$ cat src/rtl/rau_pkg.sv
// rational arithmetic unit package: widths, action codes, sequencer states, divider status
`default_nettype none

package rau_pkg;

    // fixed widths of the payload
    localparam int ACT_W             = 3;
    localparam int RES_W             = 33;
    localparam int OPERAND_WIDTH_DEF = 16;

    // action codes
    localparam logic [ACT_W-1:0] ACT_ADD = 3'd0;
    localparam logic [ACT_W-1:0] ACT_SUB = 3'd1;
    localparam logic [ACT_W-1:0] ACT_MUL = 3'd2;
    localparam logic [ACT_W-1:0] ACT_DIV = 3'd3;
    localparam logic [ACT_W-1:0] ACT_RED = 3'd4;

    // sequencer states
    typedef enum logic [3:0] {
        ST_IDLE,
        ST_MUL0,
        ST_MUL1,
        ST_MUL2,
        ST_MUL3,
        ST_GCD_CHK,
        ST_GCD_WAIT,
        ST_QN_WAIT,
        ST_QD_WAIT,
        ST_OUT
    } t_state;

    // status of the shared divider
    typedef struct packed {
        logic busy;
        logic done;
    } t_div_stat;

endpackage : rau_pkg

`default_nettype wire

$ cat src/rtl/rau_in_if.sv
// input channel: action code and two signed fractions
`default_nettype none

interface rau_in_if #(
    parameter int W = rau_pkg::OPERAND_WIDTH_DEF
);
    import rau_pkg::*;

    logic                    valid;
    logic                    ready;
    logic [ACT_W-1:0]        action;
    logic signed [W-1:0]     a_num;
    logic signed [W-1:0]     a_den;
    logic signed [W-1:0]     b_num;
    logic signed [W-1:0]     b_den;

    modport source (output valid, output action, output a_num, output a_den,
                    output b_num, output b_den, input ready);
    modport sink   (input valid, input action, input a_num, input a_den,
                    input b_num, input b_den, output ready);
endinterface : rau_in_if

`default_nettype wire

$ cat src/rtl/rau_out_if.sv
// output channel: result fraction and error flag
`default_nettype none

interface rau_out_if;
    import rau_pkg::*;

    logic                    valid;
    logic                    ready;
    logic signed [RES_W-1:0] res_num;
    logic signed [RES_W-1:0] res_den;
    logic                    error;

    modport source (output valid, output res_num, output res_den, output error,
                    input ready);
    modport sink   (input valid, input res_num, input res_den, input error,
                    output ready);
endinterface : rau_out_if

`default_nettype wire

$ cat src/rtl/rau_div.sv
// shared iterative restoring divider, one quotient bit per cycle
`default_nettype none

module rau_div #(
    parameter int W = rau_pkg::OPERAND_WIDTH_DEF
) (
    input  wire logic              i_clk,
    input  wire logic              i_rst_n,
    input  wire logic              i_start,
    input  wire logic [W-1:0]      i_dividend,
    input  wire logic [W-1:0]      i_divisor,
    output rau_pkg::t_div_stat     o_stat,
    output logic [W-1:0]           o_quo,
    output logic [W-1:0]           o_rem
);
    import rau_pkg::*;

    localparam int CNT_W = $clog2(W + 1);
    localparam logic [CNT_W-1:0] CNT_LOAD = CNT_W'(W);
    localparam logic [CNT_W-1:0] CNT_LAST = CNT_W'(1);

    logic [W-1:0]     r_quo;
    logic [W-1:0]     r_rem;
    logic [W-1:0]     r_dsr;
    logic [CNT_W-1:0] r_cnt;
    logic             r_busy;
    logic             r_done;

    logic [W:0]       rem_sh;
    logic [W:0]       diff;

    // trial subtraction of the shifted partial remainder
    always_comb begin
        rem_sh = {r_rem, r_quo[W-1]};
        diff   = rem_sh - {1'b0, r_dsr};
    end

    // control: bit counter and busy/done
    always_ff @(posedge i_clk) begin
        if (!i_rst_n) begin
            r_cnt  <= '0;
            r_busy <= 1'b0;
            r_done <= 1'b0;
        end else begin
            r_done <= 1'b0;
            if (i_start) begin
                r_cnt  <= CNT_LOAD;
                r_busy <= 1'b1;
            end else if (r_busy) begin
                r_cnt <= r_cnt - CNT_LAST;
                if (r_cnt == CNT_LAST) begin
                    r_busy <= 1'b0;
                    r_done <= 1'b1;
                end
            end
        end
    end

    // datapath: quotient shifts in from the dividend side
    always_ff @(posedge i_clk) begin
        if (i_start) begin
            r_quo <= i_dividend;
            r_rem <= '0;
            r_dsr <= i_divisor;
        end else if (r_busy) begin
            if (!diff[W]) begin
                r_rem <= diff[W-1:0];
                r_quo <= {r_quo[W-2:0], 1'b1};
            end else begin
                r_rem <= rem_sh[W-1:0];
                r_quo <= {r_quo[W-2:0], 1'b0};
            end
        end
    end

    assign o_stat.busy = r_busy;
    assign o_stat.done = r_done;
    assign o_quo       = r_quo;
    assign o_rem       = r_rem;

endmodule : rau_div

`default_nettype wire

$ cat src/rtl/rational_arithmetic_unit.sv
// rational arithmetic unit top level: sequencer, shared multiplier and divider
// Usage:
//   i_in carries an action code and two signed fractions a_num/a_den, b_num/b_den;
//   o_out returns one result item res_num/res_den with an error flag per input item.
//   The block holds one item at a time: i_in.ready is high only while it is idle.
// Operation:
//   add, subtract, multiply, divide: states ST_MUL0 to ST_MUL3, then o_out.valid, using
//   one signed multiplier over three product slots and an accumulate.
//   reduce: a chain of Euclidean remainder steps, then two final quotients for the
//   numerator and denominator; each step and each of the two final quotients is
//   one pass of the bit-serial divider over OPERAND_WIDTH quotient bits.
//   Undefined actions give a zero result in the cycle after acceptance.
// Items: a new item is taken only after the result of the last has been handed over.
// Reset: synchronous, active low; returns the sequencer and divider to idle and
//   drops any item in flight.
// Stall: the result stays in the output register with o_out.valid high until
//   o_out.ready; no new item is taken before it has gone.
`default_nettype none

module rational_arithmetic_unit #(
    parameter int OPERAND_WIDTH = rau_pkg::OPERAND_WIDTH_DEF
) (
    input  wire logic i_clk,
    input  wire logic i_rst_n,
    rau_in_if.sink    i_in,
    rau_out_if.source o_out
);
    import rau_pkg::*;

    localparam int W  = OPERAND_WIDTH;
    localparam int PW = 2 * W;
    localparam int EW = (PW > RES_W) ? PW : RES_W;
    localparam logic [W-1:0]     ONE_W   = {{(W-1){1'b0}}, 1'b1};
    localparam logic [RES_W-1:0] ONE_RES = {{(RES_W-1){1'b0}}, 1'b1};

    t_state r_state, n_state;

    // item registers
    logic [ACT_W-1:0]    r_act;
    logic signed [W-1:0] r_an, r_ad, r_bn, r_bd;
    logic [W-1:0]        r_man, r_mad;

    // euclid pair, magnitudes with separate signs
    logic [W-1:0]        r_x, r_y;
    logic                r_sx, r_sy;

    // product and result registers
    logic [RES_W-1:0]    r_prod;
    logic [RES_W-1:0]    r_num, r_den;
    logic                r_err;

    // shared units
    logic signed [W-1:0]  mul_x, mul_y;
    logic signed [PW-1:0] mul_p;
    logic signed [EW-1:0] mul_ext;
    logic [RES_W-1:0]     prod_res;

    logic                 div_start;
    logic [W-1:0]         div_dvd, div_dsr, div_quo, div_rem;
    t_div_stat            div_stat;

    logic                 in_acc;
    logic [W-1:0]         in_man, in_mad;
    logic [RES_W-1:0]     quo_res;

    rau_div #(.W(W)) u_div (
        .i_clk      (i_clk),
        .i_rst_n    (i_rst_n),
        .i_start    (div_start),
        .i_dividend (div_dvd),
        .i_divisor  (div_dsr),
        .o_stat     (div_stat),
        .o_quo      (div_quo),
        .o_rem      (div_rem)
    );

    // multiplier and wrap to the result width
    always_comb begin
        mul_p    = mul_x * mul_y;
        mul_ext  = EW'(mul_p);
        prod_res = mul_ext[RES_W-1:0];
    end

    // input magnitudes and quotient widened to the result
    always_comb begin
        in_acc  = i_in.valid && i_in.ready;
        in_man  = i_in.a_num[W-1] ? (~$unsigned(i_in.a_num) + ONE_W) : $unsigned(i_in.a_num);
        in_mad  = i_in.a_den[W-1] ? (~$unsigned(i_in.a_den) + ONE_W) : $unsigned(i_in.a_den);
        quo_res = {{(RES_W-W){1'b0}}, div_quo};
    end

    // next state
    always_comb begin
        n_state = r_state;
        case (r_state)
            ST_IDLE: begin
                if (i_in.valid) begin
                    if (i_in.action == ACT_RED) begin
                        n_state = ST_GCD_CHK;
                    end else if (i_in.action inside {ACT_ADD, ACT_SUB, ACT_MUL, ACT_DIV}) begin
                        n_state = ST_MUL0;
                    end else begin
                        n_state = ST_OUT;
                    end
                end
            end
            ST_MUL0: n_state = ST_MUL1;
            ST_MUL1: n_state = ST_MUL2;
            ST_MUL2: n_state = ST_MUL3;
            ST_MUL3: n_state = ST_OUT;
            ST_GCD_CHK: begin
                if (r_y != '0) begin
                    n_state = ST_GCD_WAIT;
                end else if (r_x == '0) begin
                    n_state = ST_OUT;
                end else begin
                    n_state = ST_QN_WAIT;
                end
            end
            ST_GCD_WAIT: begin
                if (div_stat.done) n_state = ST_GCD_CHK;
            end
            ST_QN_WAIT: begin
                if (div_stat.done) n_state = ST_QD_WAIT;
            end
            ST_QD_WAIT: begin
                if (div_stat.done) n_state = ST_OUT;
            end
            ST_OUT: begin
                if (o_out.ready) n_state = ST_IDLE;
            end
            default: n_state = ST_IDLE;
        endcase
    end

    // sequencer outputs: handshakes, multiplier operands, divider requests
    always_comb begin
        i_in.ready = 1'b0;
        o_out.valid = 1'b0;
        mul_x = '0;
        mul_y = '0;
        div_start = 1'b0;
        div_dvd = r_x;
        div_dsr = r_y;
        case (r_state)
            ST_IDLE: i_in.ready = 1'b1;
            ST_MUL0: begin
                mul_x = r_an;
                mul_y = (r_act == ACT_MUL) ? r_bn : r_bd;
            end
            ST_MUL1: begin
                if (r_act inside {ACT_ADD, ACT_SUB}) begin
                    mul_x = r_bn;
                    mul_y = r_ad;
                end
            end
            ST_MUL2: begin
                mul_x = r_ad;
                mul_y = (r_act == ACT_DIV) ? r_bn : r_bd;
            end
            ST_GCD_CHK: begin
                if (r_y != '0) begin
                    div_start = 1'b1;
                end else if (r_x != '0) begin
                    div_start = 1'b1;
                    div_dvd   = r_man;
                    div_dsr   = r_x;
                end
            end
            ST_QN_WAIT: begin
                if (div_stat.done) begin
                    div_start = 1'b1;
                    div_dvd   = r_mad;
                    div_dsr   = r_x;
                end
            end
            ST_OUT: o_out.valid = 1'b1;
            default: ;
        endcase
    end

    // state register
    always_ff @(posedge i_clk) begin
        if (!i_rst_n) begin
            r_state <= ST_IDLE;
        end else begin
            r_state <= n_state;
        end
    end

    // datapath registers
    always_ff @(posedge i_clk) begin
        case (r_state)
            ST_IDLE: begin
                if (in_acc) begin
                    r_act <= i_in.action;
                    r_an  <= i_in.a_num;
                    r_ad  <= i_in.a_den;
                    r_bn  <= i_in.b_num;
                    r_bd  <= i_in.b_den;
                    r_man <= in_man;
                    r_mad <= in_mad;
                    r_x   <= in_man;
                    r_sx  <= i_in.a_num[W-1];
                    r_y   <= in_mad;
                    r_sy  <= i_in.a_den[W-1];
                    r_num <= '0;
                    r_den <= '0;
                    r_err <= 1'b0;
                end
            end
            ST_MUL0: r_prod <= prod_res;
            ST_MUL1: begin
                r_num  <= r_prod;
                r_prod <= prod_res;
            end
            ST_MUL2: begin
                r_num  <= (r_act == ACT_SUB) ? (r_num - r_prod) : (r_num + r_prod);
                r_prod <= prod_res;
            end
            ST_MUL3: begin
                r_den <= r_prod;
                r_err <= (r_act == ACT_DIV) && ((r_ad == '0) || (r_bn == '0));
            end
            ST_GCD_CHK: begin
                // gcd of zero: pass the operands through and flag
                if ((r_y == '0) && (r_x == '0)) begin
                    r_num <= RES_W'(r_an);
                    r_den <= RES_W'(r_ad);
                    r_err <= 1'b1;
                end
            end
            ST_GCD_WAIT: begin
                // remainder keeps the sign of the dividend
                if (div_stat.done) begin
                    r_x  <= r_y;
                    r_sx <= r_sy;
                    r_y  <= div_rem;
                    r_sy <= r_sx;
                end
            end
            ST_QN_WAIT: begin
                if (div_stat.done) begin
                    r_num <= (r_an[W-1] ^ r_sx) ? (~quo_res + ONE_RES) : quo_res;
                end
            end
            ST_QD_WAIT: begin
                if (div_stat.done) begin
                    r_den <= (r_ad[W-1] ^ r_sx) ? (~quo_res + ONE_RES) : quo_res;
                end
            end
            default: ;
        endcase
    end

    assign o_out.res_num = r_num;
    assign o_out.res_den = r_den;
    assign o_out.error   = r_err;

    // checks on the sequencer and the shared divider
    a_no_start_busy: assert property (@(posedge i_clk) disable iff (!i_rst_n)
        div_start |-> !div_stat.busy)
        else $error("divider started while busy");

    a_div_nonzero: assert property (@(posedge i_clk) disable iff (!i_rst_n)
        (r_state == ST_GCD_WAIT) |-> (r_y != '0))
        else $error("remainder step with zero divisor");

    a_err_source: assert property (@(posedge i_clk) disable iff (!i_rst_n)
        (o_out.valid && o_out.error) |-> ((r_act == ACT_DIV) || (r_act == ACT_RED)))
        else $error("error flag on an action that cannot raise it");

    a_result_held: assert property (@(posedge i_clk) disable iff (!i_rst_n)
        (o_out.valid && !o_out.ready) |=> (o_out.valid && $stable(r_num) && $stable(r_den)))
        else $error("result changed while stalled");

endmodule : rational_arithmetic_unit

`default_nettype wire

$ cat src/flat_wrapper.sv
// flat-port wrapper written by rule: the top's interface ports become plain ports
module rational_arithmetic_unit_flat import rau_pkg::*;
#(
    parameter int OPERAND_WIDTH = rau_pkg::OPERAND_WIDTH_DEF
)
  (i_clk, i_rst_n, i_in_valid, i_in_action, i_in_a_num, i_in_a_den, i_in_b_num, i_in_b_den, i_in_ready, o_out_valid, o_out_res_num, o_out_res_den, o_out_error, o_out_ready);
  rau_in_if #(.W((OPERAND_WIDTH_DEF))) i_in_i ();
  rau_out_if o_out_i ();
  input  wire logic i_clk;
  input  wire logic i_rst_n;
  input wire logic [$bits(i_in_i.valid)-1:0] i_in_valid;
  input wire logic [$bits(i_in_i.action)-1:0] i_in_action;
  input wire logic [$bits(i_in_i.a_num)-1:0] i_in_a_num;
  input wire logic [$bits(i_in_i.a_den)-1:0] i_in_a_den;
  input wire logic [$bits(i_in_i.b_num)-1:0] i_in_b_num;
  input wire logic [$bits(i_in_i.b_den)-1:0] i_in_b_den;
  output wire logic [$bits(i_in_i.ready)-1:0] i_in_ready;
  output wire logic [$bits(o_out_i.valid)-1:0] o_out_valid;
  output wire logic [$bits(o_out_i.res_num)-1:0] o_out_res_num;
  output wire logic [$bits(o_out_i.res_den)-1:0] o_out_res_den;
  output wire logic [$bits(o_out_i.error)-1:0] o_out_error;
  input wire logic [$bits(o_out_i.ready)-1:0] o_out_ready;
  assign i_in_i.valid = i_in_valid;
  assign i_in_i.action = i_in_action;
  assign i_in_i.a_num = i_in_a_num;
  assign i_in_i.a_den = i_in_a_den;
  assign i_in_i.b_num = i_in_b_num;
  assign i_in_i.b_den = i_in_b_den;
  assign i_in_ready = i_in_i.ready;
  assign o_out_valid = o_out_i.valid;
  assign o_out_res_num = o_out_i.res_num;
  assign o_out_res_den = o_out_i.res_den;
  assign o_out_error = o_out_i.error;
  assign o_out_i.ready = o_out_ready;
  rational_arithmetic_unit #(.OPERAND_WIDTH(OPERAND_WIDTH)) u_core (.i_clk(i_clk), .i_rst_n(i_rst_n), .i_in(i_in_i), .o_out(o_out_i));
endmodule
$ cat config.mk
export PLATFORM = sky130hd
export DESIGN_NAME = rational_arithmetic_unit_flat
export DESIGN_NICKNAME = d
export VERILOG_FILES = /design/src/rtl/rau_pkg.sv /design/src/rtl/rau_in_if.sv /design/src/rtl/rau_out_if.sv /design/src/rtl/rau_div.sv /design/src/rtl/rational_arithmetic_unit.sv /design/src/flat_wrapper.sv
export SDC_FILE = /design/constraint.sdc
export NUM_CORES = 1
export LEC_CHECK = 0
export BUFFER_PORTS_ARGS = -buffer_cell sky130_fd_sc_hd__buf_4
export CORE_ASPECT_RATIO = 0.6
export CORE_MARGIN = 2
export CORE_UTILIZATION = 65
export CTS_BUF_LIST = sky130_fd_sc_hd__clkbuf_4 sky130_fd_sc_hd__clkbuf_8
export CTS_CLUSTER_SIZE = 20
export DETAILED_ROUTE_END_ITERATION = 6
export PLACE_DENSITY_LB_ADDON = 0.25
export SLEW_MARGIN = 20
export SYNTH_ARGS = -nofsm -noshare
export SYNTH_HDL_FRONTEND = slang
export SYNTH_SLANG_ARGS = --single-unit
$ cat constraint.sdc
create_clock -name i_clk -period 10.8 [get_ports i_clk]
set_clock_uncertainty 0.15 [all_clocks]
set_input_delay 0.54 -clock i_clk [delete_from_list [all_inputs] [get_ports i_clk]]
set_output_delay 0.54 -clock i_clk [all_outputs]
set_load 0.01 [all_outputs]
## Yosys cells after proc, flatten, opt, wreduce, memory -nomap -nowiden

Cells that the tools add are included.
W data, S select, Z words.

- Flip-flop bits (word level): 291
- Input bits: 71
- Output and inout bits: 69
- Logic and storage cells: 158

- Add/sub/neg operators: 7
- Multiply operators: 1
- Equal/unequal tests: 24
- Mux-type cells: 67
- Bitwise logic cells: 7
- Reductions and logical operators: 29

Operator list:

| operator | count |
|---|---|
| $mux W16 | 19 |
| $mux W33 | 8 |
| $pmux W33 S5 | 1 |
| $pmux W33 S4 | 1 |
| $pmux W16 S2 | 4 |
| $pmux W16 S3 | 2 |
| $logic_not A16 Y1 | 4 |
| $pmux W4 S10 | 1 |
| $mux W4 | 9 |
| $add A33 B1 Y33 const B | 1 |
| $add A33 B33 Y33 | 1 |
| $not A16 Y33 | 1 |
| $sub A33 B33 Y33 | 1 |
| $add A16 B1 Y16 const B | 2 |
| $mul A16 B16 Y32 | 1 |
| $not A16 Y16 | 2 |
| $reduce_bool A16 Y1 | 2 |
| $sub A17 B16 Y17 | 1 |
| $eq A4 B3 Y1 const B | 4 |
| $mux W1 | 16 |
| $eq A3 B2 Y1 const B | 4 |
| $mux W5 | 2 |
| $ne A2 B2 Y1 const B | 5 |
| $eq A4 B2 Y1 const B | 2 |
| other kinds (25) | 41 |

## Longest topological paths before layout

- Depth after elaboration: 6
- Depth in mapped cells: 31
- Gate-level depth less buffers: 28

## Cells and area by module

From an unflattened synthesis, not the netlist that was laid out.

- Cell total of the unflattened synthesis: 2867
- Area, all modules: 26929.6 um^2

By module, submodules not included:

| module | instances | cells each | area an instance (um^2) | sequential area each (um^2) |
|---|---|---|---|---|
| rational_arithmetic_unit | 1 | 2541 | 23699.0 | 6986.7 |
| rau_div | 1 | 326 | 3230.6 | 1421.4 |

## Worst setup path before layout

No wires, ideal clock.

- Path kind: register to register
- Start: register u_core.r_act[0]
- End: register u_core.r_prod[30], data pin
- Setup time: 0.258 ns
- Data arrival time: 7.480 ns
- Required time: 10.392 ns
- Setup slack: 2.913 ns
- Stages on the path, launching flop included: 28
- Buffers on the path: 4
- Clock period less this slack: 7.887 ns
- Cell sequence: edfxtp_1 nor3b_1 buf_1 clkbuf_1 mux2i_1 o22ai_1 a21oi_1 clkbuf_1 nor2_1 fa_1 fa_1 fa_1 fa_1 fa_1 inv_1 fa_1 inv_1 ha_1 clkbuf_1 and2_1 a311o_1 a21oi_1 o21ai_0 a31o_2 a311oi_1 o31ai_1 a21oi_1 xnor2_1

- Longest elaborated chain between the ends: 5
- Elaborated cells on any way between the ends: 12
- Those cells by class: mul: 1; eq/ne: 3; mux: 6; reduce/logical: 2

RTL lines:

| item | line | text |
|---|---|---|
| start: declaration | rational_arithmetic_unit.sv:39 | `logic [ACT_W-1:0] r_act;` |
| start signal: assignment | rational_arithmetic_unit.sv:196 | `r_act <= i_in.action;` |
| $eq A3 B1 Y1 or $logic_not A3 Y1 (tied branches) | rational_arithmetic_unit.sv:152 | `if (r_act inside {ACT_ADD, ACT_SUB}) begin` |
| $reduce_bool A2 Y1 | rational_arithmetic_unit.sv:152 |  |
| $mux W16 | rational_arithmetic_unit.sv:152 |  |
| $pmux W16 S3 | rational_arithmetic_unit.sv:145 | `case (r_state)` |
| $mul A16 B16 Y32 (*) | rational_arithmetic_unit.sv:79 | `mul_p = mul_x * mul_y;` |
| net u_core.mul_p[30] | rational_arithmetic_unit.sv:54 | `logic signed [PW-1:0] mul_p;` |
| end signal: assignment | rational_arithmetic_unit.sv:212 | `ST_MUL0: r_prod <= prod_res;` |
| end signal: assignment | rational_arithmetic_unit.sv:215 | `r_prod <= prod_res;` |
| end signal: assignment | rational_arithmetic_unit.sv:219 | `r_prod <= prod_res;` |
| end: declaration | rational_arithmetic_unit.sv:48 | `logic [RES_W-1:0] r_prod;` |

The timed path passes the listed nets; every way through them passes the cells marked *.
A chain may end at the register's enable or synchronous reset.

## Final worst setup path

- Start: register u_core.r_state[0]
- End: register u_core.r_prod[30], data pin

- Longest elaborated chain between the ends: 3
- Elaborated cells on any way between the ends: 6
- Those cells by class: mul: 1; eq/ne: 3; mux: 2

RTL lines:

| item | line | text |
|---|---|---|
| start: declaration | rational_arithmetic_unit.sv:36 | `t_state r_state, n_state;` |
| start signal: assignment | rational_arithmetic_unit.sv:187 | `r_state <= n_state;` |
| $eq A4 B2 Y1 or $eq A4 B1 Y1 (tied branches) | rational_arithmetic_unit.sv:145 |  |
| $pmux W16 S3 | rational_arithmetic_unit.sv:145 |  |
| $mul A16 B16 Y32 (*) | rational_arithmetic_unit.sv:79 |  |
| net u_core.mul_p[30] | rational_arithmetic_unit.sv:54 |  |

Marks and branches as above.

==> flow_summary_export.csv <==
group,metric,value,unit
outcome,status,"complete, but fails checks",
outcome,violations,"design-rule violations",
die,die_y,159.4,µm
power_and_ir_drop,irDropWorstVdd,0.2154,mV
worst_setup_path,crit_start,"u_core.r_state[0]",
synth,yosys_register_bits,289,
synth,synth_area,26170,µm²
timing,max_freq,112.2,MHz
synth,ys_async_sr_fraction,0,
global_routing,grt_overflow_total,0,
power_and_ir_drop,swShare,0.5037,
job,cap_violations,0,
worst_setup_path,endpoint,"u_core.r_prod[30]",
die,fp.dieW,263.1,µm
timing,timing.hold.ws,0.02270,ns
route,wl_per_cell,25.90,µm
synth,yosys.cell_count.top_type,"inv_1",
die,io_pins,140,
clock_tree,cts.sinks,289,
worst_setup_path,start_kind,"flop",
timing,layout_setup_ws,1.885,ns
clock_tree,worstSkewPairLatency,0.63,ns
clock_tree,cts_setup_buffers,0,
power_and_ir_drop,p_per_area,316.0,nW/µm²
die,dieArea,41940,µm²
global_routing,antenna_found_initial,6,
clock_tree,root_buffer,"clkbuf_8",
place,place_congestion,1.071,
clock_tree,numCtsBuffers,45,
synth,synth_top_area_share,0.3006,
power_and_ir_drop,p_comb_frac,0.639,
worst_setup_path,cp-end-kind,"flop",
route,avgViaCountPerCell,6.439,
power_and_ir_drop,leakagePower,12.85,nW
synth,syn_nets,3174,
clock_tree,clk_pin_slew,0.07,ns
timing,rsz0062_at_grt,"false",
global_routing,grt_usage,0.4234,
worst_setup_path,crit_type,"flop to flop",
global_routing,grt_pass1_wl,133200,µm
worst_setup_path,rr_worst_depth,25,
finish,drive_gt1_frac,0.1018,
route,vias,22130,
die,core-area,39380,µm²
synth,synth_area_leaders,"edfxtp_1 (30%), fa_1 (20%), ha_1 (6.5%)",
clock_tree,cts-htree-levels,2,
worst_setup_path,worstReg2RegEnd,"u_core.r_prod[30]",
finish,area_growth,11.81,%
clock_tree,clock_path_buffers,3,
synth,yosysSeqAreaShare,0.3213,
synth,synth_common_cells,"inv_1 (338), nor2_1 (324), nand2_1 (284), fa_1 (265), edfxtp_1 (262)",
worst_setup_path,worstReg2RegStart,"u_core.r_state[0]",
route,drt_iter0_drc,3334,
place,dp.final_hpwl,69130,µm
timing,period_share,0.8255,
power_and_ir_drop,p_clk_frac,0.107,
timing,maxSlewViolCount,0,
route,routed_wl,88990,µm
clock_tree,ctsResizeCount,0,
global_routing,grt_max_degree,62,
route,first_pass_iters,7,
synth,synth_area_per_cell,9.686,µm²
worst_setup_path,cp_max_fo,18,
place,portBuffers,139,
worst_setup_path,reg2reg_slack,1.88,ns
power_and_ir_drop,switching_power,0.004659,W
die,fp-row-count,56,
route,antenna_left,0,
finish,finalNetCount,3343,
die,start_util,0.6647,
timing,max_slew_margin,0.2240,
power_and_ir_drop,power_frac_seq,0.254,
synth,ys_warn_count,0,
synth,synth_largest_area_cell,"edfxtp_1",
power_and_ir_drop,p_int,0.004590,W
synth,synthDistinctLibCells,87,
synth,synth-edff-count,262,
worst_setup_path,required,10.99,ns
min_path,holdCritPathClass,"input port to flop",
timing,hold_viol_final,0,
timing,period_minus_slack,8.915,ns
global_routing,grt_pass1_vias,21550,
timing,worst_slew_pin_slew,1.157,ns
worst_setup_path,arrival,9.11,ns
timing,tns,0,ns
route,drc_errors,49,
place,dp_slack,2.182,ns
clock_tree,cts_tree,"yes",
synth,synth_ff_type,"edfxtp_1",
timing,setup_viol,0,
synth,syn_inst,2702,
[through the flow]
stage / util / instances / total power (W) / cell area, µm²
2_1_floorplan: - / 2702 / 0.006069 / 26170
3_3_place_gp: 0.7042 / 3287 / 0.007753 / 27730
3_5_place_dp: 0.7042 / 3287 / 0.007955 / 27730
4_1_cts: 0.7425 / 3428 / 0.008973 / 29240
5_1_grt: 0.7430 / 3433 / 0.009776 / 29260
6_report: 0.7432 / 3436 / 0.009249 / 29260
[power groups by stage]
stage | clock network [W] | logic (W) | registers [W]
2_1_floorplan | 0 | 0.00393 | 0.00214
3_3_place_gp | 0 | 0.00543 | 0.00232
3_5_place_dp | 0 | 0.00563 | 0.00233
4_1_cts | 0.000991 | 0.00567 | 0.00231
5_1_grt | 0.00104 | 0.00638 | 0.00235
6_report | 0.000992 | 0.00591 | 0.00235
[kinds of logic (layout without fill, tap and decap cells)]
| logic type | after synthesis | in the layout | share of synthesized area |
|---|---|---|---|
| flops | 289 | 289 | 0.3213 |
| simple gates | 842 | 842 | 0.1441 |
| other cells | 0 | 7 | 0 |
| mux | 44 | 44 | 0.01707 |
| compound gates | 508 | 508 | 0.1273 |
| fa+ha+maj | 401 | 401 | 0.2677 |
| buf+inv | 453 | 658 | 0.06669 |
| xor+xnor | 165 | 165 | 0.05593 |
[worst max-delay path, cell delays in order (launching register included)]
cell      delay [ns]
dfxtp_1         0.73
nand2b_1        0.27
nor2_2          0.87
buf_4           0.38
a22oi_1         0.13
nand2_1         0.29
nand2_1         0.13
fa_1            0.56
inv_1           0.05
fa_1            0.49
fa_1            0.73
fa_1            0.49
fa_1            0.52
inv_1           0.06
fa_1            0.47
inv_1           0.04
ha_1            0.39
and2_1          0.21
a311o_1         0.31
a21oi_1         0.14
o21ai_0         0.12
a31o_2          0.28
a311oi_1        0.36
o31ai_1         0.12
a21oi_1         0.22
xnor2_1         0.11
[worst min path at each step]
stage	from	to	slack, ns	cells past startpoint
3_3_place_gp	u_core.u_div.r_cnt[1]	u_core.u_div.r_cnt[1]	0.33	2
5_1_grt	i_in_a_den[6]	u_core.r_ad[6]	0.008	1
3_5_place_dp	u_core.r_sy	u_core.r_sx	0.39	2
4_1_cts	i_in_a_den[6]	u_core.r_ad[6]	0.0002	1
6_report	i_in_a_den[4]	u_core.r_ad[4]	0.02	1
2_1_floorplan	u_core.u_div.r_cnt[1]	u_core.u_div.r_cnt[1]	0.32	2
[metal layers]
layer	wire, µm	up-vias	global-route usage
li1	-	9517	-
met1	36670	10710	0.6229
met2	34610	1698	0.5568
met3	15480	196	0.2117
met4	2141	4	0.08935
met5	96	-	0.01351
[placed cells by master, fill, tap and decap left out, types with 25 or more instances in the layout]
cell type / netlist / routed
buf_4: 1 / 178
ha_1: 136 / 136
a22oi_1: 43 / 43
edfxtp_1: 262 / 262
nor4_1: 25 / 25
nand2_1: 284 / 284
nand2b_1: 32 / 32
clkbuf_8: 0 / 47
nand3_1: 25 / 25
o21ai_0: 123 / 123
dlygate4sd3_1: 1 / 59
xor2_1: 55 / 55
nor2_1: 324 / 321
inv_1: 338 / 338
xnor2_1: 109 / 109
dfxtp_1: 27 / 27
a21oi_1: 114 / 114
mux2i_1: 39 / 39
a21o_1: 35 / 35
fa_1: 265 / 265
nor3_1: 37 / 31
[what timing repair did]
action                                 4_1_cts  5_1_grt
hold buffers                                58        1
setup endpoints to repair                    0        0
endpoints found under the hold margin       58        1
[cell type report]
type | instances | area (µm²)
Tap cell | 522 | 653.1
Clock buffer | 50 | 669.4
Timing Repair Buffer | 237 | 1927
Multi-Input combinational cell | 1960 | 16060
Clock inverter | 33 | 256.5
Sequential cell | 289 | 8408
Fill cell | 2808 | 10110
Inverter | 338 | 1269
Antenna cell | 7 | 17.52
(Power assumes the default switching activity.)
